File: config.mk
export PLATFORM = sky130hd
export DESIGN_NAME = hsv_to_rgb_converter
export DESIGN_NICKNAME = d
export VERILOG_FILES = /design/src/hdl/hsv2rgb_pkg.sv /design/src/hdl/hsv_to_rgb_converter.sv
export SDC_FILE = /design/constraint.sdc
export NUM_CORES = 2
export LEC_CHECK = 0
export ABC_AREA = 1
export BUFFER_PORTS_ARGS = -buffer_cell sky130_fd_sc_hd__buf_2
export CORE_ASPECT_RATIO = 1.2
export CORE_MARGIN = 2
export CORE_UTILIZATION = 55
export CTS_BUF_LIST = sky130_fd_sc_hd__clkbuf_16
export CTS_CLUSTER_DIAMETER = 80
export DETAILED_ROUTE_END_ITERATION = 12
export GPL_TIMING_DRIVEN = 0
export HOLD_SLACK_MARGIN = 0.15
export PLACE_DENSITY_LB_ADDON = 0.2
export SLEW_MARGIN = 20
export SYNTH_ARGS = -nofsm -noshare
export SYNTH_HDL_FRONTEND = slang
export SYNTH_SLANG_ARGS = --single-unit
File: constraint.sdc
create_clock -name i_clk -period 5.5 [get_ports i_clk]
set_input_delay 0.275 -clock i_clk [delete_from_list [all_inputs] [get_ports i_clk]]
set_output_delay 0.275 -clock i_clk [all_outputs]
set_load 0.005 [all_outputs]
File: src/hdl/hsv2rgb_pkg.sv
// Shared types and constants for the HSV to RGB converter.
package hsv2rgb_pkg;

    localparam int CHANNEL_BITS = 8;
    localparam logic [CHANNEL_BITS-1:0] CH_MAX = '1;

    localparam int HUE_BITS = 9;
    localparam int PCT_BITS = 7;

    // Channel numerators are scaled by a common denominator of 600000.
    localparam int DENOM    = 600000;
    localparam int DIV2     = 2 * DENOM;
    localparam int NUM_BITS = 20;

    // Rounded numerator 2*MAX*num + DENOM stays below 2^(CHANNEL_BITS + 21).
    localparam int N_BITS    = CHANNEL_BITS + 21;
    // Reciprocal of DIV2: exact for every N below 2^N_BITS since DIV2 < 2^21.
    localparam int REC_SHIFT = N_BITS + 21;
    localparam int K_BITS    = REC_SHIFT - 20;
    localparam longint unsigned REC_K_FULL =
        ((64'd1 << REC_SHIFT) + 64'(DIV2) - 64'd1) / 64'(DIV2);
    localparam logic [K_BITS-1:0] REC_K = K_BITS'(REC_K_FULL);
    localparam int PROD_BITS = N_BITS + K_BITS;

    typedef struct packed {
        logic [HUE_BITS-1:0] hue;
        logic [PCT_BITS-1:0] saturation;
        logic [PCT_BITS-1:0] brightness;
    } t_hsv_req;

    typedef struct packed {
        logic [CHANNEL_BITS-1:0] red;
        logic [CHANNEL_BITS-1:0] green;
        logic [CHANNEL_BITS-1:0] blue;
        logic                    out_of_range;
    } t_rgb_res;

endpackage

File: src/hdl/hsv_to_rgb_converter.sv
// HSV to RGB color converter, six-register pipeline.
//
// Usage:
//   A request (hue in degrees, saturation and brightness in percent) is taken
//   on i_req at a rising edge where start is high and busy is low. busy is
//   always low: the pipeline takes a new request every clock cycle.
//   Each result appears on o_res for exactly one cycle with o_valid high,
//   after passing through the registers of stages A to E and the output
//   register. Throughput is one result per cycle.
//   Stages: range check / sextant / s*v, chroma and offset products, scaled
//   numerator, reciprocal multiply (divide by 1200000), output register.
//   The reciprocal multiply is the deepest stage and sets the clock.
//   An input above its range yields white with out_of_range set.
//   The receiver cannot stall, so no back-pressure exists anywhere.
//   Reset (i_rst_n low, synchronous) clears every valid bit; requests in
//   flight are dropped and o_valid is low after the reset edge.
module hsv_to_rgb_converter (
    input  logic                   i_clk,
    input  logic                   i_rst_n,
    input  logic                   start,
    output logic                   busy,
    input  hsv2rgb_pkg::t_hsv_req  i_req,
    output logic                   o_valid,
    output hsv2rgb_pkg::t_rgb_res  o_res
);

    localparam int CB  = hsv2rgb_pkg::CHANNEL_BITS;
    localparam int NB  = hsv2rgb_pkg::NUM_BITS;
    localparam int NWB = hsv2rgb_pkg::N_BITS;
    localparam int PB  = hsv2rgb_pkg::PROD_BITS;

    // red, green, blue lanes
    localparam int CH_R = 0;
    localparam int CH_G = 1;
    localparam int CH_B = 2;

    typedef enum logic [2:0] {
        SEXT_0 = 3'd0,  // [0,60)    r=c g=x b=0
        SEXT_1 = 3'd1,  // [60,120)  r=x g=c b=0
        SEXT_2 = 3'd2,  // [120,180) r=0 g=c b=x
        SEXT_3 = 3'd3,  // [180,240) r=0 g=x b=c
        SEXT_4 = 3'd4,  // [240,300) r=x g=0 b=c
        SEXT_5 = 3'd5   // [300,360] r=c g=0 b=x
    } t_sextant;

    wire accept = start && !busy;

    // No back-pressure: a request can enter every cycle.
    assign busy = 1'b0;

    // ---------------- Stage A: captured request ----------------
    logic                  r_a_valid;
    hsv2rgb_pkg::t_hsv_req r_a_req;

    always_ff @(posedge i_clk) begin
        if (!i_rst_n) begin
            r_a_valid <= 1'b0;
        end else begin
            r_a_valid <= accept;
        end
    end

    always_ff @(posedge i_clk) begin
        if (accept) begin
            r_a_req <= i_req;
        end
    end

    // Range check, hue folded into [0,60], sextant, first products.
    logic       n_b_oor;
    logic [8:0] a_hm;
    logic [8:0] a_fold;
    logic [5:0] n_b_t;
    t_sextant   n_b_sext;
    logic [13:0] n_b_sv;
    logic [13:0] n_b_vd;
    logic [6:0]  a_sinv;

    always_comb begin
        n_b_oor = (r_a_req.hue > 9'd360) || (r_a_req.saturation > 7'd100) ||
                  (r_a_req.brightness > 7'd100);

        // hue mod 120 by compare and subtract, for hue below 360
        if (r_a_req.hue >= 9'd240) begin
            a_hm = r_a_req.hue - 9'd240;
        end else if (r_a_req.hue >= 9'd120) begin
            a_hm = r_a_req.hue - 9'd120;
        end else begin
            a_hm = r_a_req.hue;
        end
        a_fold = (a_hm >= 9'd60) ? (9'd120 - a_hm) : a_hm;
        n_b_t  = a_fold[5:0];

        if (r_a_req.hue < 9'd60) begin
            n_b_sext = SEXT_0;
        end else if (r_a_req.hue < 9'd120) begin
            n_b_sext = SEXT_1;
        end else if (r_a_req.hue < 9'd180) begin
            n_b_sext = SEXT_2;
        end else if (r_a_req.hue < 9'd240) begin
            n_b_sext = SEXT_3;
        end else if (r_a_req.hue < 9'd300) begin
            n_b_sext = SEXT_4;
        end else begin
            n_b_sext = SEXT_5;
        end

        a_sinv = 7'd100 - r_a_req.saturation;
        n_b_sv = 14'(r_a_req.saturation) * 14'(r_a_req.brightness);
        n_b_vd = 14'(r_a_req.brightness) * 14'(a_sinv);
    end

    // ---------------- Stage B ----------------
    logic        r_b_valid;
    logic        r_b_oor;
    logic [5:0]  r_b_t;
    t_sextant    r_b_sext;
    logic [13:0] r_b_sv;
    logic [13:0] r_b_vd;

    always_ff @(posedge i_clk) begin
        if (!i_rst_n) begin
            r_b_valid <= 1'b0;
        end else begin
            r_b_valid <= r_a_valid;
        end
    end

    always_ff @(posedge i_clk) begin
        r_b_oor  <= n_b_oor;
        r_b_t    <= n_b_t;
        r_b_sext <= n_b_sext;
        r_b_sv   <= n_b_sv;
        r_b_vd   <= n_b_vd;
    end

    // Chroma, secondary and offset numerators (all over 600000).
    logic [NB-1:0] b_cn;
    logic [NB-1:0] b_xn;
    logic [NB-1:0] b_mn;
    logic [2:0][NB-1:0] b_comp;
    logic [2:0][NB-1:0] n_c_num;

    always_comb begin
        b_cn = NB'(r_b_sv) * NB'(60);
        b_xn = NB'(r_b_sv) * NB'(r_b_t);
        b_mn = NB'(r_b_vd) * NB'(60);

        b_comp = '0;
        unique case (r_b_sext)
            SEXT_0: begin
                b_comp[CH_R] = b_cn;
                b_comp[CH_G] = b_xn;
            end
            SEXT_1: begin
                b_comp[CH_R] = b_xn;
                b_comp[CH_G] = b_cn;
            end
            SEXT_2: begin
                b_comp[CH_G] = b_cn;
                b_comp[CH_B] = b_xn;
            end
            SEXT_3: begin
                b_comp[CH_G] = b_xn;
                b_comp[CH_B] = b_cn;
            end
            SEXT_4: begin
                b_comp[CH_R] = b_xn;
                b_comp[CH_B] = b_cn;
            end
            SEXT_5: begin
                b_comp[CH_R] = b_cn;
                b_comp[CH_B] = b_xn;
            end
            default: begin
                b_comp = '0;
            end
        endcase

        for (int i = 0; i < 3; i++) begin
            n_c_num[i] = b_comp[i] + b_mn;
        end
    end

    // ---------------- Stage C ----------------
    logic               r_c_valid;
    logic               r_c_oor;
    logic [2:0][NB-1:0] r_c_num;

    always_ff @(posedge i_clk) begin
        if (!i_rst_n) begin
            r_c_valid <= 1'b0;
        end else begin
            r_c_valid <= r_b_valid;
        end
    end

    always_ff @(posedge i_clk) begin
        r_c_oor <= r_b_oor;
        r_c_num <= n_c_num;
    end

    // Round-half-up numerator: 2*MAX*num + DENOM.
    logic [2:0][NWB-1:0] n_d_n;

    always_comb begin
        for (int i = 0; i < 3; i++) begin
            n_d_n[i] = NWB'(r_c_num[i]) * NWB'({hsv2rgb_pkg::CH_MAX, 1'b0}) +
                       NWB'(hsv2rgb_pkg::DENOM);
        end
    end

    // ---------------- Stage D ----------------
    logic                r_d_valid;
    logic                r_d_oor;
    logic [2:0][NWB-1:0] r_d_n;

    always_ff @(posedge i_clk) begin
        if (!i_rst_n) begin
            r_d_valid <= 1'b0;
        end else begin
            r_d_valid <= r_c_valid;
        end
    end

    always_ff @(posedge i_clk) begin
        r_d_oor <= r_c_oor;
        r_d_n   <= n_d_n;
    end

    // Divide by 1200000 through the reciprocal.
    logic [2:0][PB-1:0] n_e_prod;

    always_comb begin
        for (int i = 0; i < 3; i++) begin
            n_e_prod[i] = PB'(r_d_n[i]) * PB'(hsv2rgb_pkg::REC_K);
        end
    end

    // ---------------- Stage E ----------------
    logic               r_e_valid;
    logic               r_e_oor;
    logic [2:0][PB-1:0] r_e_prod;

    always_ff @(posedge i_clk) begin
        if (!i_rst_n) begin
            r_e_valid <= 1'b0;
        end else begin
            r_e_valid <= r_d_valid;
        end
    end

    always_ff @(posedge i_clk) begin
        r_e_oor  <= r_d_oor;
        r_e_prod <= n_e_prod;
    end

    // Quotient bits; white when out of range.
    logic [2:0][CB-1:0]    e_q;
    hsv2rgb_pkg::t_rgb_res n_out;

    always_comb begin
        for (int i = 0; i < 3; i++) begin
            e_q[i] = r_e_prod[i][hsv2rgb_pkg::REC_SHIFT +: CB];
        end
        if (r_e_oor) begin
            n_out.red   = hsv2rgb_pkg::CH_MAX;
            n_out.green = hsv2rgb_pkg::CH_MAX;
            n_out.blue  = hsv2rgb_pkg::CH_MAX;
        end else begin
            n_out.red   = e_q[CH_R];
            n_out.green = e_q[CH_G];
            n_out.blue  = e_q[CH_B];
        end
        n_out.out_of_range = r_e_oor;
    end

    // ---------------- Output register ----------------
    logic                  r_out_valid;
    hsv2rgb_pkg::t_rgb_res r_out;

    always_ff @(posedge i_clk) begin
        if (!i_rst_n) begin
            r_out_valid <= 1'b0;
        end else begin
            r_out_valid <= r_e_valid;
        end
    end

    always_ff @(posedge i_clk) begin
        r_out <= n_out;
    end

    assign o_valid = r_out_valid;
    assign o_res   = r_out;

    // ---------------- Assertions ----------------
    // every request yields a result strobe
    a_latency: assert property (@(posedge i_clk) disable iff (!i_rst_n)
        accept |-> ##6 o_valid)
        else $error("result strobe missing after request");

    a_no_spurious: assert property (@(posedge i_clk) disable iff (!i_rst_n)
        !accept |-> ##6 !o_valid)
        else $error("result strobe without request");

    // hue out of range must reach the flag
    a_hue_flag: assert property (@(posedge i_clk) disable iff (!i_rst_n)
        (accept && (i_req.hue > 9'd360)) |-> ##6 o_res.out_of_range)
        else $error("out-of-range hue not flagged");

    // zero saturation in range gives a gray
    a_gray: assert property (@(posedge i_clk) disable iff (!i_rst_n)
        (accept && (i_req.saturation == 7'd0) && (i_req.hue <= 9'd360) &&
         (i_req.brightness <= 7'd100))
        |-> ##6 ((o_res.red == o_res.green) && (o_res.green == o_res.blue) &&
                 !o_res.out_of_range))
        else $error("zero saturation did not give a gray");

endmodule
Word level (Yosys, flattened, before mapping)
Index checks and enable logic that the tools add are counted.
- logic and storage cells: 90
- bits in registers: 416
- input port bits: 26
- add/subtract/negate cells: 10
- $mul: 11
- muxes and demuxes: 10
- $lt $le $gt $ge: 11
- equal/unequal tests: 5
- reduce and logical (&&, ||, !) cells: 11
- operators by type and width (operator ; count):
    multiplier 29 x 30 -> 58 bit (second input constant) ; 3
    one-hot mux 20 bit (2 select lines) ; 3
    adder 29 x 20 -> 29 bit (second input constant) ; 3
    multiplier 20 x 8 -> 28 bit (second input constant) ; 3
    adder 20 bit ; 3
    multiplier 14 x 4 -> 18 bit (second input constant) ; 2
    multiplier 7 x 7 -> 14 bit ; 2
    multiplier 14 x 6 -> 20 bit ; 1
    less-than comparator 9 x 8 -> 1 bit (second input constant) ; 2
    two-way mux 9 bit ; 2
    greater-than comparator 7 bit (second input constant) ; 2
    OR reduction 2 bit ; 7
    >= comparator 9 x 6 -> 1 bit (second input constant) ; 1
    >= comparator 9 x 7 -> 1 bit (second input constant) ; 1
    >= comparator 9 x 8 -> 1 bit (second input constant) ; 1
    greater-than comparator 9 bit (second input constant) ; 1
    less-than comparator 9 x 6 -> 1 bit (second input constant) ; 1
    less-than comparator 9 x 7 -> 1 bit (second input constant) ; 1
    less-than comparator 9 bit (second input constant) ; 1
    subtractor 9 x 7 -> 9 bit (second input constant) ; 1
    subtractor 9 x 8 -> 9 bit (second input constant) ; 1
    subtractor 7 bit (first input constant) ; 1
    == test 3 x 2 -> 1 bit (second input constant) ; 2
    == test 3 bit (second input constant) ; 2
    8 further kinds ; 11

Depth between registers and ports, before layout
- depth after elaboration: 5
- gate-level depth with buffers: 30
- depth with buffers taken out: 30

Least setup slack after synthesis
Ideal clock, no wire load.
- kind: register to register
- from: reg r_d_n[60] (netlist bit)
- to: reg r_e_prod, in the netlist e_q[16]
- cell stages (with the launch flop): 25
- setup time: 0.120 ns
- arrival: 5.658 ns
- period minus slack after synthesis: 5.778 ns
- setup slack: -0.278 ns
- cell sequence: dfxtp_1 > fa_1 > inv_1 > fa_1 > inv_1 > fa_1 > inv_1 > fa_1 > inv_1 > fa_1 > fa_1 > fa_1 > ha_1 > ha_1 > nand2_1 > inv_1 > a21oi_1 > o21ai_0 > nand2_1 > nand2_1 > o21ai_0 > nand2_1 > nand2_1 > nand3_1 > xor2_1
- RTL lines (item ; RTL line ; text):
    from (decl) ; hsv_to_rgb_converter.sv:216 ; logic [2:0][NWB-1:0] r_d_n;
    from (signal assigned) ; hsv_to_rgb_converter.sv:228 ; r_d_n <= n_d_n;
    to (signal assigned) ; hsv_to_rgb_converter.sv:255 ; r_e_prod <= n_e_prod;
    to (decl) ; hsv_to_rgb_converter.sv:243 ; logic [2:0][PB-1:0] r_e_prod;

==> metrics.yaml <==
die:
  fp-row-count: 149
  boundaryPins: 53
  dieArea_um2: 140800
  initial_core_util_pct: 55.30
  core_region_area_um2: 137000
  die_w_um: 342.8
  die_height_um: 410.6
clock_tree:
  clockBufferDepth: 3
  cts.sinks: 262
  cts_buffers: 37
  cts_tree: "done"
  insertion_delay_ps: 640
  path_clk_slew_ps: 60
  h-tree-depth: 2
  cts_root_buf: "clkbuf_16"
sta:
  clock_skew_ps: 41.80
  tns_ps: -10390
  maxSlewViolCount: 0
  rsz0062_at_grt: "true"
  fmax_ghz: 0.1641
  layout_min_cycle_time_ps: 6093
  period_share_pct: 110.8
  hold_violations: 0
  setup_viol_count_final: 24
  slew_headroom_pct: 37.60
  worstMarginPinSlew_ps: 934.7
  worst_slack_ps: -593.5
logic_synthesis:
  syn_area_per_cell_um2: 8.660
  synth_cells: 8750
  synth-edff-count: 23
  synth_cell_types: 57
  synth_nets: 11533
  ys_warn_count: 0
  netlist_area_um2: 75780
  synthFlopType: "dfxtp_1"
  synth_seq_area_share_pct: 7.226
  yosys_register_bits: 262
  async_flop_share_pct: 0
routing:
  ant_nets: 0
  drtIter0Drc: 2898
  wl_per_cell_um: 18.65
  drc: 0
  avgViaCountPerCell: 5.254
  vias: 57270
  first_pass_iters: 6
  wl_um: 203300
cells_and_area:
  nets: 11842
  layout_common_cells: "inv_1 (2,400), fa_1 (1,304), nand2_1 (1,238)"
  area_delta_synth_final_pct: 14.22
  utilization_pct: 63.17
  num_antenna_cells: 0
  drive_gt1_share_pct: 14.85
  fin_cells: 10900
  final_common_cell: "inv_1"
  design_area_um2: 86550
placed_design:
  dp_cells: 10613
  place_hpwl_um: 175800
  io_buffers: 51
  placed_area_um2: 78870
  gp_congestion: 1.015
setup_path:
  r2r_slack_ps: -590
  cp_data_required_time_ps: 6030
  r2r_end: "e_q[15]$_DFF_P_"
  worstSetupPathType: "flip-flop to flip-flop"
  end_kind: "flip-flop"
  crit_fanout: 4
  regToRegStartpoint: "r_d_n[40]$_DFF_P_"
  start_kind: "flip-flop"
  crit_arrival_ps: 6620
  startpoint: "r_d_n[40]$_DFF_P_"
  crit_end: "e_q[15]$_DFF_P_"
  worstRegToRegCells: 20
global_route:
  grt_pass1_wl_um: 325000
  antenna_found_initial: 2
  grt_pass1_vias: 61687
  met1_usage_pct: 36.56
  use_met3_pct: 2.513
  grt_max_degree: 25
  grt_use_total_pct: 29.59
  grtUsageMet2_pct: 52.94
  busiest_layer: "met2"
  gr-total-overflow: 0
flow_run:
  maxCapViolCount: 0
outcome:
  violations: "negative setup slack"
  status: "finished with violations"
hold_path:
  hold_class: "flip-flop to flip-flop"
## layer usage
| layer | share of wire [%] | vias to the layer above |
|---|---|---|
| li1 | - | 27263 |
| met1 | 41 | 28148 |
| met2 | 50 | 1398 |
| met3 | 4.0 | 459 |
| met4 | 5.2 | 2 |
| met5 | 0.0064 | - |
## sequential cells by signal, indices dropped and copies added, names as in the netlist
signal,count
r_c_num,60
r_c_valid,1
r_c_oor,1
r_e_oor,1
r_d_valid,1
r_b_t,6
r_b_sext,3
r_b_vd,14
r_d_oor,1
o_res,25
r_d_n,84
r_b_valid,1
o_valid,1
e_q,24
r_a_req,23
r_a_valid,1
r_b_oor,1
r_b_sv,13
r_e_valid,1
## how the worst min path moves through the flow
stage                         start                   end  slack, ps  depth (start not counted)
detailed placement  r_d_oor$_DFF_P_       r_e_oor$_DFF_P_        310                          0
finish              r_d_oor$_DFF_P_       r_e_oor$_DFF_P_        330                          0
global placement    r_c_oor$_DFF_P_       r_d_oor$_DFF_P_        310                          0
CTS                        i_req[3]  r_a_req[3]$_DFFE_PP_        300                          2
global route        r_c_oor$_DFF_P_       r_d_oor$_DFF_P_        330                          0
floorplan           r_b_oor$_DFF_P_       r_c_oor$_DFF_P_        310                          0
## cell type report
cell class	count	area, um2
inverter	2500	9425
timing repair buffer	273	2120
buffer	27	153.9
clock buffer	39	975.9
fill	11665	50470
tap	1812	2267
sequential	262	5806
multi-input combinational	5958	65500
clock inverter	29	305.3
## metrics by stage
stage	worst slack [ps]	hold slack, ps
6_report	-593.5	325.3
5_1_grt	-709.5	331.1
4_1_cts	-585.3	297.9
3_5_place_dp	-1288	312.1
3_3_place_gp	-1334	313.7
2_1_floorplan	-89.13	309.6
## cells by family (layout without fill, tap and decap cells)
family / count (synthesis) / after routing / synth area share, %
fa+ha+maj: 2757 / 2757 / 59.67
buf+inv: 2530 / 2868 / 12.54
simple gates: 2241 / 2241 / 12.38
compound gates: 745 / 745 / 5.672
flops: 262 / 262 / 7.226
xor+xnor: 214 / 214 / 2.513
other cells: 1 / 1 / 0.004949
## worst max-delay path: stages (launching register included)
cell and delay [ps]:
dfxtp_4 360, fa_2 590, inv_4 60, fa_1 540, fa_2 490, fa_1 490, inv_1 50, fa_1 480
fa_1 430, fa_1 510, ha_1 300, ha_1 340, nand2_2 120, nor2_4 110, inv_2 50, nor2_2 110
nand4_1 100, o211ai_1 420, nand3_1 160, nand2_2 130, xor2_1 140
## Yosys cell counts, drive strengths merged (18+ instances only)
master / number / area (um2)
o21bai: 32 / 244.0
dfxtp: 239 / 4785
nand3: 250 / 1281
inv: 2500 / 9384
xnor2: 72 / 645.6
nand4: 61 / 381.6
o211ai: 18 / 135.1
xor2: 142 / 1259
clkbuf: 26 / 97.59
a21o: 50 / 375.4
edfxtp: 23 / 690.7
ha: 1329 / 16630
nand3b: 31 / 232.7
fa: 1428 / 28590
o21ai: 172 / 872.1
nor3: 62 / 320.3
nand2: 1358 / 5147
a21oi: 335 / 1707
a31oi: 42 / 262.8
nor4: 19 / 118.9
or2: 45 / 281.5
o22ai: 37 / 231.5
nor2: 408 / 1564
## timing repair
| item | 4_1_cts | 5_1_grt |
|---|---|---|
| setup endpoints to repair | 53 | 49 |
| pin swaps | 295 | 271 |
| endpoints found under the hold margin | 52 | 0 |
| resized for setup | 725 | 406 |
| hold buffers | 25 | 0 |
| buffers inserted | 143 | 57 |
Power is not shown: default switching activity piles up to over one toggle a cycle in this logic, so the estimate is an artifact.
